### config.mk
export PLATFORM = sky130hd
export DESIGN_NAME = rpn_stack_evaluator_flat
export DESIGN_NICKNAME = d
export VERILOG_FILES = /design/src/sv/rpn_pkg.sv /design/src/sv/rpn_in_if.sv /design/src/sv/rpn_out_if.sv /design/src/sv/rpn_ram.sv /design/src/sv/rpn_div.sv /design/src/sv/rpn_stack_evaluator.sv /design/src/flat_wrapper.sv
export SDC_FILE = /design/constraint.sdc
export NUM_CORES = 2
export LEC_CHECK = 0
export ABC_AREA = 1
export BUFFER_PORTS_ARGS = -buffer_cell sky130_fd_sc_hd__buf_2
export CELL_PAD_IN_SITES_DETAIL_PLACEMENT = 1
export CELL_PAD_IN_SITES_GLOBAL_PLACEMENT = 1
export CORE_ASPECT_RATIO = 0.8
export CORE_MARGIN = 2
export CORE_UTILIZATION = 45
export DETAILED_ROUTE_END_ITERATION = 8
export GPL_TIMING_DRIVEN = 0
export PLACE_DENSITY = 0.76
export SYNTH_ARGS = -nofsm -noshare
export SYNTH_HDL_FRONTEND = slang
export SYNTH_HIERARCHICAL = 1
export SYNTH_SLANG_ARGS = --single-unit
### constraint.sdc
create_clock -name clk -period 6.75 [get_ports clk]
set_input_delay 0.675 -clock clk [delete_from_list [all_inputs] [get_ports clk]]
set_output_delay 0.675 -clock clk [all_outputs]
set_load 0.005 [all_outputs]
### src/sv/rpn_pkg.sv
`default_nettype none

package rpn_pkg;

    localparam int DATA_W              = 32;
    localparam int CMD_W               = 3;
    localparam int COUNT_W             = 5;
    localparam int STATUS_W            = 2;
    localparam int STACK_DEPTH_DEFAULT = 16;

    typedef enum logic [CMD_W-1:0] {
        CMD_PUSH   = 3'd0,
        CMD_ADD    = 3'd1,
        CMD_SUB    = 3'd2,
        CMD_MUL    = 3'd3,
        CMD_DIV    = 3'd4,
        CMD_FINISH = 3'd5
    } cmd_t;

    typedef enum logic [STATUS_W-1:0] {
        ST_OK      = 2'd0,
        ST_MISSING = 2'd1,
        ST_FULL    = 2'd2,
        ST_DIVZERO = 2'd3
    } status_t;

    typedef enum logic [2:0] {
        S_IDLE,
        S_OPER,
        S_DIV,
        S_HOLD
    } state_t;

    typedef struct packed {
        logic signed [DATA_W-1:0] top_value;
        logic [COUNT_W-1:0]       stack_count;
        status_t                  status;
    } result_t;

endpackage

`default_nettype wire

### src/sv/rpn_in_if.sv
`default_nettype none

interface rpn_in_if;
    logic                             valid;
    logic                             ready;
    logic [rpn_pkg::CMD_W-1:0]        command;
    logic signed [rpn_pkg::DATA_W-1:0] number;

    modport source (output valid, output command, output number, input ready);
    modport sink (input valid, input command, input number, output ready);
endinterface

`default_nettype wire

### src/sv/rpn_out_if.sv
`default_nettype none

interface rpn_out_if;
    logic                              valid;
    logic                              ready;
    logic signed [rpn_pkg::DATA_W-1:0] top_value;
    logic [rpn_pkg::COUNT_W-1:0]       stack_count;
    logic [rpn_pkg::STATUS_W-1:0]      status;

    modport source (output valid, output top_value, output stack_count, output status,
                    input ready);
    modport sink (input valid, input top_value, input stack_count, input status,
                  output ready);
endinterface

`default_nettype wire

### src/sv/rpn_ram.sv
`default_nettype none

// Simple dual-port RAM, one write and one registered read per cycle.
module rpn_ram #(
    parameter int WIDTH = rpn_pkg::DATA_W,
    parameter int DEPTH = rpn_pkg::STACK_DEPTH_DEFAULT
) (
    input  wire logic                     clk,
    input  wire logic                     we,
    input  wire logic [$clog2(DEPTH)-1:0] waddr,
    input  wire logic [WIDTH-1:0]         wdata,
    input  wire logic [$clog2(DEPTH)-1:0] raddr,
    output logic [WIDTH-1:0]              rdata
);

    logic [WIDTH-1:0] mem [DEPTH];
    logic [WIDTH-1:0] rdata_reg;

    always_ff @(posedge clk)
    begin
        if (we)
        begin
            mem[waddr] <= wdata;
        end
        rdata_reg <= mem[raddr];
    end

    assign rdata = rdata_reg;

endmodule

`default_nettype wire

### src/sv/rpn_div.sv
`default_nettype none

// Signed divider truncating toward zero; restoring, one quotient bit per cycle.
module rpn_div (
    input  wire logic                              clk,
    input  wire logic                              rst_n,
    input  wire logic                              start,
    input  wire logic signed [rpn_pkg::DATA_W-1:0] dividend,
    input  wire logic signed [rpn_pkg::DATA_W-1:0] divisor,
    output logic signed [rpn_pkg::DATA_W-1:0]      quotient,
    output logic                                   done
);

    localparam int W  = rpn_pkg::DATA_W;
    localparam int CW = $clog2(W);

    logic          busy_reg, busy_next;
    logic          done_reg, done_next;
    logic [CW-1:0] cnt_reg, cnt_next;
    logic          neg_reg, neg_next;
    logic [W-1:0]  quo_reg, quo_next;
    logic [W-1:0]  rem_reg, rem_next;
    logic [W-1:0]  den_reg, den_next;
    logic [W:0]    trial;
    logic [W:0]    diff;

    always_comb
    begin
        busy_next = busy_reg;
        done_next = 1'b0;
        cnt_next  = cnt_reg;
        neg_next  = neg_reg;
        quo_next  = quo_reg;
        rem_next  = rem_reg;
        den_next  = den_reg;
        trial     = {rem_reg, quo_reg[W-1]};
        diff      = trial - {1'b0, den_reg};
        if (start)
        begin
            busy_next = 1'b1;
            cnt_next  = '0;
            neg_next  = dividend[W-1] ^ divisor[W-1];
            quo_next  = dividend[W-1] ? (W'(0) - W'(dividend)) : W'(dividend);
            den_next  = divisor[W-1] ? (W'(0) - W'(divisor)) : W'(divisor);
            rem_next  = '0;
        end
        else if (busy_reg)
        begin
            if (!diff[W])
            begin
                rem_next = diff[W-1:0];
                quo_next = {quo_reg[W-2:0], 1'b1};
            end
            else
            begin
                rem_next = trial[W-1:0];
                quo_next = {quo_reg[W-2:0], 1'b0};
            end
            cnt_next = cnt_reg + CW'(1);
            if (cnt_reg == CW'(W - 1))
            begin
                busy_next = 1'b0;
                done_next = 1'b1;
            end
        end
    end

    always_ff @(posedge clk or negedge rst_n)
    begin
        if (!rst_n)
        begin
            busy_reg <= 1'b0;
            done_reg <= 1'b0;
            cnt_reg  <= '0;
        end
        else
        begin
            busy_reg <= busy_next;
            done_reg <= done_next;
            cnt_reg  <= cnt_next;
        end
    end

    always_ff @(posedge clk)
    begin
        neg_reg <= neg_next;
        quo_reg <= quo_next;
        rem_reg <= rem_next;
        den_reg <= den_next;
    end

    assign quotient = neg_reg ? (W'(0) - quo_reg) : quo_reg;
    assign done     = done_reg;

endmodule

`default_nettype wire

### src/sv/rpn_stack_evaluator.sv
`default_nettype none

// Reverse Polish evaluator on an operand stack held in a synchronous RAM.
// The in_ch channel carries one token per item: a command (push, add, subtract,
// multiply, divide, finish) and a signed 32-bit number used only by push.
// The out_ch channel returns one item per token: the top of the stack after
// the token (or the final result on finish), the entry count and a status.
// The top of stack is cached in a register and every entry is also kept in
// the RAM, so an operator needs just one RAM read for the entry below the top.
// Push, finish, unused codes, a full stack and a missing operand send their
// result straight to the output stage; add, subtract, multiply and divide by
// zero first wait for the registered RAM read, and divide then also waits for
// the divider, which resolves one quotient bit per cycle.
// A new item is accepted only while no operator is in flight, so pushes and
// finishes go at one item per cycle while the output does not stall, and an
// operator's result is delivered before the next item is accepted.
// Results go to an output register with a one-entry holding stage behind it,
// so one further item is accepted while a result waits; when the receiver
// keeps stalling, in_ch.ready drops until the held result moves out.
// Reset empties the stack and the output; the RAM contents are not cleared,
// since only entries below the stack pointer are ever read.
module rpn_stack_evaluator #(
    parameter int STACK_DEPTH = rpn_pkg::STACK_DEPTH_DEFAULT
) (
    input  wire logic  clk,
    input  wire logic  rst_n,
    rpn_in_if.sink     in_ch,
    rpn_out_if.source  out_ch
);

    localparam int W   = rpn_pkg::DATA_W;
    localparam int CW  = rpn_pkg::COUNT_W;
    localparam int AW  = $clog2(STACK_DEPTH);
    localparam int SPW = $clog2(STACK_DEPTH + 1);

    rpn_pkg::state_t  state_reg, state_next;
    logic [SPW-1:0]   sp_reg, sp_next;
    logic signed [W-1:0] top_reg, top_next;
    rpn_pkg::cmd_t    cmd_reg, cmd_next;
    logic             out_valid_reg, out_valid_next;
    rpn_pkg::result_t out_res_reg, out_res_next;
    rpn_pkg::result_t pend_res_reg, pend_res_next;

    rpn_pkg::cmd_t    cmd_c;
    rpn_pkg::result_t res_c;
    logic             deliver_c;
    logic             commit_c;
    logic signed [W-1:0] commit_val_c;
    logic             slot_free_c;
    logic signed [W-1:0] cur_top_c;
    logic [SPW-1:0]   sp_minus2_c;
    logic signed [W-1:0] op_a_c;

    logic             ram_we_c;
    logic [AW-1:0]    ram_waddr_c;
    logic [W-1:0]     ram_wdata_c;
    logic [W-1:0]     ram_rdata;

    logic             div_start_c;
    logic signed [W-1:0] div_quotient;
    logic             div_done;

    rpn_ram #(
        .WIDTH (W),
        .DEPTH (STACK_DEPTH)
    ) u_stack_ram (
        .clk   (clk),
        .we    (ram_we_c),
        .waddr (ram_waddr_c),
        .wdata (ram_wdata_c),
        .raddr (sp_minus2_c[AW-1:0]),
        .rdata (ram_rdata)
    );

    rpn_div u_div (
        .clk      (clk),
        .rst_n    (rst_n),
        .start    (div_start_c),
        .dividend (op_a_c),
        .divisor  (top_reg),
        .quotient (div_quotient),
        .done     (div_done)
    );

    assign sp_minus2_c = sp_reg - SPW'(2);
    assign cur_top_c   = (sp_reg == '0) ? '0 : top_reg;
    assign slot_free_c = !out_valid_reg || out_ch.ready;
    assign op_a_c      = ram_rdata;
    assign cmd_c       = rpn_pkg::cmd_t'(in_ch.command);

    always_comb
    begin
        state_next     = state_reg;
        sp_next        = sp_reg;
        top_next       = top_reg;
        cmd_next       = cmd_reg;
        pend_res_next  = pend_res_reg;
        out_res_next   = out_res_reg;
        out_valid_next = out_valid_reg && !out_ch.ready;
        in_ch.ready    = 1'b0;
        deliver_c      = 1'b0;
        commit_c       = 1'b0;
        commit_val_c   = '0;
        div_start_c    = 1'b0;
        ram_we_c       = 1'b0;
        ram_waddr_c    = sp_reg[AW-1:0];
        ram_wdata_c    = in_ch.number;
        res_c          = '{top_value: cur_top_c, stack_count: CW'(sp_reg),
                           status: rpn_pkg::ST_OK};

        case (state_reg)
            rpn_pkg::S_IDLE:
            begin
                in_ch.ready = 1'b1;
                if (in_ch.valid)
                begin
                    case (cmd_c)
                        rpn_pkg::CMD_PUSH:
                        begin
                            deliver_c = 1'b1;
                            if (sp_reg == SPW'(STACK_DEPTH))
                            begin
                                res_c.status = rpn_pkg::ST_FULL;
                            end
                            else
                            begin
                                ram_we_c          = 1'b1;
                                top_next          = in_ch.number;
                                sp_next           = sp_reg + SPW'(1);
                                res_c.top_value   = in_ch.number;
                                res_c.stack_count = CW'(sp_reg + SPW'(1));
                            end
                        end
                        rpn_pkg::CMD_ADD, rpn_pkg::CMD_SUB,
                        rpn_pkg::CMD_MUL, rpn_pkg::CMD_DIV:
                        begin
                            if (sp_reg < SPW'(2))
                            begin
                                deliver_c    = 1'b1;
                                res_c.status = rpn_pkg::ST_MISSING;
                            end
                            else
                            begin
                                // The RAM read of the entry below the top starts now.
                                cmd_next   = cmd_c;
                                state_next = rpn_pkg::S_OPER;
                            end
                        end
                        rpn_pkg::CMD_FINISH:
                        begin
                            deliver_c         = 1'b1;
                            res_c.stack_count = '0;
                            if (sp_reg == '0)
                            begin
                                res_c.status = rpn_pkg::ST_MISSING;
                            end
                            sp_next = '0;
                        end
                        default:
                        begin
                            // Unused command codes report the stack untouched.
                            deliver_c = 1'b1;
                        end
                    endcase
                end
            end
            rpn_pkg::S_OPER:
            begin
                case (cmd_reg)
                    rpn_pkg::CMD_ADD:
                    begin
                        commit_c     = 1'b1;
                        commit_val_c = op_a_c + top_reg;
                    end
                    rpn_pkg::CMD_SUB:
                    begin
                        commit_c     = 1'b1;
                        commit_val_c = op_a_c - top_reg;
                    end
                    rpn_pkg::CMD_MUL:
                    begin
                        commit_c     = 1'b1;
                        commit_val_c = op_a_c * top_reg;
                    end
                    default:
                    begin
                        if (top_reg == '0)
                        begin
                            deliver_c    = 1'b1;
                            res_c.status = rpn_pkg::ST_DIVZERO;
                        end
                        else
                        begin
                            div_start_c = 1'b1;
                            state_next  = rpn_pkg::S_DIV;
                        end
                    end
                endcase
            end
            rpn_pkg::S_DIV:
            begin
                if (div_done)
                begin
                    commit_c     = 1'b1;
                    commit_val_c = div_quotient;
                end
            end
            rpn_pkg::S_HOLD:
            begin
                if (slot_free_c)
                begin
                    out_res_next   = pend_res_reg;
                    out_valid_next = 1'b1;
                    state_next     = rpn_pkg::S_IDLE;
                end
            end
            default:
            begin
                state_next = rpn_pkg::S_IDLE;
            end
        endcase

        // An operator result replaces the two top entries with one.
        if (commit_c)
        begin
            deliver_c         = 1'b1;
            ram_we_c          = 1'b1;
            ram_waddr_c       = sp_minus2_c[AW-1:0];
            ram_wdata_c       = commit_val_c;
            top_next          = commit_val_c;
            sp_next           = sp_reg - SPW'(1);
            res_c.top_value   = commit_val_c;
            res_c.stack_count = CW'(sp_reg - SPW'(1));
        end

        if (deliver_c)
        begin
            if (slot_free_c)
            begin
                out_res_next   = res_c;
                out_valid_next = 1'b1;
                state_next     = rpn_pkg::S_IDLE;
            end
            else
            begin
                pend_res_next = res_c;
                state_next    = rpn_pkg::S_HOLD;
            end
        end
    end

    always_ff @(posedge clk or negedge rst_n)
    begin
        if (!rst_n)
        begin
            state_reg     <= rpn_pkg::S_IDLE;
            sp_reg        <= '0;
            out_valid_reg <= 1'b0;
        end
        else
        begin
            state_reg     <= state_next;
            sp_reg        <= sp_next;
            out_valid_reg <= out_valid_next;
        end
    end

    always_ff @(posedge clk)
    begin
        top_reg      <= top_next;
        cmd_reg      <= cmd_next;
        out_res_reg  <= out_res_next;
        pend_res_reg <= pend_res_next;
    end

    assign out_ch.valid       = out_valid_reg;
    assign out_ch.top_value   = out_res_reg.top_value;
    assign out_ch.stack_count = out_res_reg.stack_count;
    assign out_ch.status      = out_res_reg.status;

    // The stack pointer never passes the stack depth.
    a_sp_bounded: assert property (@(posedge clk) disable iff (!rst_n)
        sp_reg <= SPW'(STACK_DEPTH))
        else $error("stack pointer beyond stack depth");

    // A push on a stack that is not full adds exactly one entry.
    a_push_grows: assert property (@(posedge clk) disable iff (!rst_n)
        (in_ch.valid && in_ch.ready && in_ch.command == rpn_pkg::CMD_PUSH
         && sp_reg < SPW'(STACK_DEPTH))
        |=> sp_reg == $past(sp_reg) + SPW'(1))
        else $error("push did not grow the stack by one");

    // The divider only finishes while the sequencer waits for it.
    a_div_done_state: assert property (@(posedge clk) disable iff (!rst_n)
        div_done |-> state_reg == rpn_pkg::S_DIV)
        else $error("divider finished outside the divide state");

    // A result is held back only while the output register is occupied.
    a_hold_has_out: assert property (@(posedge clk) disable iff (!rst_n)
        state_reg == rpn_pkg::S_HOLD |-> out_valid_reg)
        else $error("holding a result with an empty output register");

endmodule

`default_nettype wire

### src/flat_wrapper.sv
// flat-port wrapper written by rule: the top's interface ports become plain ports
module rpn_stack_evaluator_flat 
#(
    parameter int STACK_DEPTH = rpn_pkg::STACK_DEPTH_DEFAULT
)
  (clk, rst_n, in_ch_valid, in_ch_command, in_ch_number, in_ch_ready, out_ch_valid, out_ch_top_value, out_ch_stack_count, out_ch_status, out_ch_ready);
  rpn_in_if in_ch_i ();
  rpn_out_if out_ch_i ();
  input  wire logic clk;
  input  wire logic rst_n;
  input wire logic [$bits(in_ch_i.valid)-1:0] in_ch_valid;
  input wire logic [$bits(in_ch_i.command)-1:0] in_ch_command;
  input wire logic [$bits(in_ch_i.number)-1:0] in_ch_number;
  output wire logic [$bits(in_ch_i.ready)-1:0] in_ch_ready;
  output wire logic [$bits(out_ch_i.valid)-1:0] out_ch_valid;
  output wire logic [$bits(out_ch_i.top_value)-1:0] out_ch_top_value;
  output wire logic [$bits(out_ch_i.stack_count)-1:0] out_ch_stack_count;
  output wire logic [$bits(out_ch_i.status)-1:0] out_ch_status;
  input wire logic [$bits(out_ch_i.ready)-1:0] out_ch_ready;
  assign in_ch_i.valid = in_ch_valid;
  assign in_ch_i.command = in_ch_command;
  assign in_ch_i.number = in_ch_number;
  assign in_ch_ready = in_ch_i.ready;
  assign out_ch_valid = out_ch_i.valid;
  assign out_ch_top_value = out_ch_i.top_value;
  assign out_ch_stack_count = out_ch_i.stack_count;
  assign out_ch_status = out_ch_i.status;
  assign out_ch_i.ready = out_ch_ready;
  rpn_stack_evaluator #(.STACK_DEPTH(STACK_DEPTH)) u_core (.clk(clk), .rst_n(rst_n), .in_ch(in_ch_i), .out_ch(out_ch_i));
endmodule
==> metrics.txt <==
status=finished, violations left; failing checks=max-capacitance violations, max-slew violations, negative setup slack; Slew HR=-17.49%; first-pass GRT wire length=between 300000 and 400000 um; EDFF count, synth=between 600 and 700; clock buffer depth=3; clk sinks=769; CP max stage cell=fa_2; R2R depth=28; share of the synthesized area in the top cell type=33.49%; CP Max Fanout=10; Area growth syn-to-layout=14.67%; Worst-Skew Late Latency=slightly below 0.7 ns; most frequent CP cell=fa_2; fillcell total=15540; yosys warns=6; initial antenna violation count=16; nets=8132; worst slew pin tran=about 1.8 ns; Register Area=between 20000 and 25000 um2; max reg flops=512; CP endpoint kind=flip-flop; IO buf count=between 70 and 80; Hold Crit Class=input pin to flip-flop; Max Slew Vio Count=15; post-layout min period=roughly 8.1 ns; Finished Layout Cells=~9300; setup ws final=-1.305 ns; final hold violations=0; synth top area cells=edfxtp_1 33%, fa_1 14%, nand2_1 13%; Avg Inst Size Synth=8.143 um2; mean routed wirelength per cell=26.55 um; Residual DRC=0; Setup Skew=roughly 0.028 ns; final worst-path cycle share=119.3%; Synth Area in Compound Gates=5.284%; drt first pass iters=5; post-synthesis sequential area ratio=37.67%; drt initial violations=about 6000; Setup CP Type=flip-flop to flip-flop; Post-Synth Adder-Cell Area=between 10% and 20%; CTS root buf=clkbuf_16; multiplexer share of the synthesized area=less than 1%; gpl congestion=about 1; Synth Flop Type=edfxtp_1; Syn Nets=between 7000 and 8000; H-tree depth=3; delay-heaviest family, CP=adder cells; RSZ-0062 raised after global routing=yes; drt total wl=245800 um; Max Freq=roughly 120 MHz; Initial Util=between 40% and 50%; full die area=132600 um2; I/O pin cnt=80; placed cell count=approximately 9000; clk slew on worst S/H paths=~0.070 ns; Critical Path Start Type=flip-flop; Post-DRT Antenna Nets=0; slowest stage delay, CP=a little under 0.7 ns; WP depth=28; Post-synth ARST share=between 1.5 and 2%; Die Span Y=roughly 330 um; vias in the first global route=52690; xor and xnor area share after synthesis=~2.4%; Mapped Area=58370 um2; Synth Instances=between 7000 and 8000; CP required=between 7 and 8 ns; Rows=~120; CP Buf/Inv Count=7; MaxCap Viol Count=1; Reg2Reg Setup Slack=-1.30 ns; synth unique cells=between 70 and 80; crit path from=u_core/top_reg[2]$_DFFE_PP_; Overall Global Routing Usage=36.48%; layout cells sized above 1=between 10% and 20%; Synth area leader=edfxtp_1; largest net degree at the start of global routing=40; synthesized flop and latch total=769; core box area=129000 um2; via count=~52000; Critical Path Sink=u_core/u_stack_ram/mem[10][26]$_DFFE_PP_; vias per inst=around 5.6; grt total ovfl=0; Simple-Gate Fraction of Synth Area=roughly 22%; post-detail-place hpwl=183700 um; final setup fails=about 450; arrival time worst endpoint=approximately 8.5 ns; reg2reg start=u_core/top_reg[2]$_DFFE_PP_; CTS tree=yes; R2R Path End=u_core/u_stack_ram/mem[10][26]$_DFFE_PP_; combinational family with the most area after synthesis=simple AND/OR/NAND/NOR gates; total CTS buffers=77; Multi-input gate area=around 30000 um2; chip width=406.7 um
-- layout make-up --
class / instances / share of cell area, %
multi-input cells: 4449 / 44.08
flip-flops and latches: 769 / 32.96
inverters: 1649 / 9.258
plain buffers: 299 / 3.630
well taps: 1740 / 3.252
clock buffers: 95 / 3.071
repair buffers: 209 / 2.879
clock inverters: 45 / 0.8580
diodes: 3 / 0.01122
-- layout by cell type, fill, tap and decap left out, types with 21 or more instances in the layout --
cell | synthesis | layout
fa_2 | 0 | 31
nor2_4 | 4 | 22
ha_1 | 229 | 216
nand2_2 | 5 | 22
edfxtp_1 | 651 | 651
nand2_1 | 2083 | 2053
o21ai_2 | 3 | 25
buf_12 | 1 | 33
xor2_1 | 104 | 104
o21ai_0 | 192 | 155
xnor2_1 | 59 | 59
a21oi_1 | 186 | 171
buf_6 | 37 | 60
buf_2 | 80 | 147
inv_1 | 1638 | 1628
buf_4 | 11 | 118
buf_8 | 0 | 21
nor2_1 | 268 | 245
o21ai_1 | 44 | 55
clkbuf_1 | 129 | 74
clkbuf_16 | 0 | 89
fa_1 | 410 | 379
or2_2 | 23 | 23
nand4_1 | 27 | 27
nand3_1 | 563 | 555
dfxtp_1 | 103 | 80
nor3_1 | 39 | 34
-- cell families (layout without fill, tap and decap cells) --
kind of cell | after synthesis | after routing
muxes | 14 | 14
adders and majority gates | 639 | 639
DFF | 769 | 769
and+or+nand+nor | 3087 | 3087
xor gates and xnor gates | 163 | 163
AOI/OAI and AO/OA | 542 | 546
other | 0 | 3
buffers and inverters | 1954 | 2297
-- repair_timing --
| item | 4_1_cts | 5_1_grt |
|---|---|---|
| endpoints found under the hold margin | 11 | 0 |
| setup endpoints to repair | 513 | 454 |
| cloned | 4 | 5 |
| resized for setup | 349 | 184 |
| hold buffers | 1 | 0 |
| setup buffers | 42 | 51 |
| pin swaps | 25 | 49 |
-- worst reg2reg max path: cells and delay by family, from the launching register on --
family                     cells  cell delay [ns]
buffers and inverters          7             1.08
xor gates and xnor gates       1             0.20
DFF                            1             0.55
AOI/OAI and AO/OA              4             0.72
adders and majority gates      9             4.53
and+or+nand+nor                7             0.72
-- synthesized netlist by cell type (12+ instances only) --
cell	number
nand2_1	2083
inv_1	1638
edfxtp_1	651
nand3_1	563
fa_1	410
nor2_1	268
ha_1	229
o21ai_0	192
a21oi_1	186
clkbuf_1	129
xor2_1	104
dfxtp_1	103
buf_2	80
xnor2_1	59
buf_1	45
o21ai_1	44
nor3_1	39
buf_6	37
nand4_1	27
or2_2	23
a21o_1	18
a31oi_1	18
a22o_1	17
dfrtp_1	15
o31ai_1	15
nand3b_1	14
a211o_1	12
-- metal layers --
| layer | wire [um] | global-route usage [%] | up-vias |
|---|---|---|---|
| met5 | 158 | 0.5371 | - |
| met4 | 8805 | 11.99 | 10 |
| met3 | 31450 | 10.75 | 440 |
| met2 | 99180 | 50.84 | 2880 |
| met1 | 106200 | 53.81 | 26260 |
| li1 | - | - | 22580 |
-- worst min path at each step --
stage | endpoint | startpoint | slack, ns | cells after the start
floorplan | u_core/out_ch.valid$_DFF_PN0_ | rst_n | 0.38 | 0
global placement | u_core/u_div/rem_reg[20]$_SDFFE_PP0P_ | u_core/u_div/rem_reg[20]$_SDFFE_PP0P_ | 0.46 | 2
detailed placement | u_core/u_div/rem_reg[23]$_SDFFE_PP0P_ | u_core/u_div/rem_reg[23]$_SDFFE_PP0P_ | 0.47 | 2
CTS | u_core/cmd_reg[0]$_DFFE_PP_ | in_ch_command[0] | 0.20 | 1
global route | u_core/cmd_reg[0]$_DFFE_PP_ | in_ch_command[0] | 0.21 | 1
finish | u_core/cmd_reg[0]$_DFFE_PP_ | in_ch_command[0] | 0.23 | 1
-- stage by stage --
| step | utilization, % | instance area (um2) | worst slack [ns] | hold WS (ns) | setup TNS [ns] |
|---|---|---|---|---|---|
| after floorplan | - | 58590 | -0.1161 | 0.3794 | -9.534 |
| after CTS | 51.14 | 65990 | -1.192 | 0.1959 | -420.67 |
| after global routing | 51.87 | 66930 | -1.344 | 0.2096 | -468.45 |
| final | 51.87 | 66940 | -1.305 | 0.2253 | -417.53 |
| after detailed placement | 47.97 | 61900 | -3.212 | 0.4695 | -1277.32 |
| after global placement | 47.40 | 61160 | -4.091 | 0.4635 | -1702.30 |
Power is not shown: default switching activity piles up to over one toggle a cycle in this logic, so the estimate is an artifact.
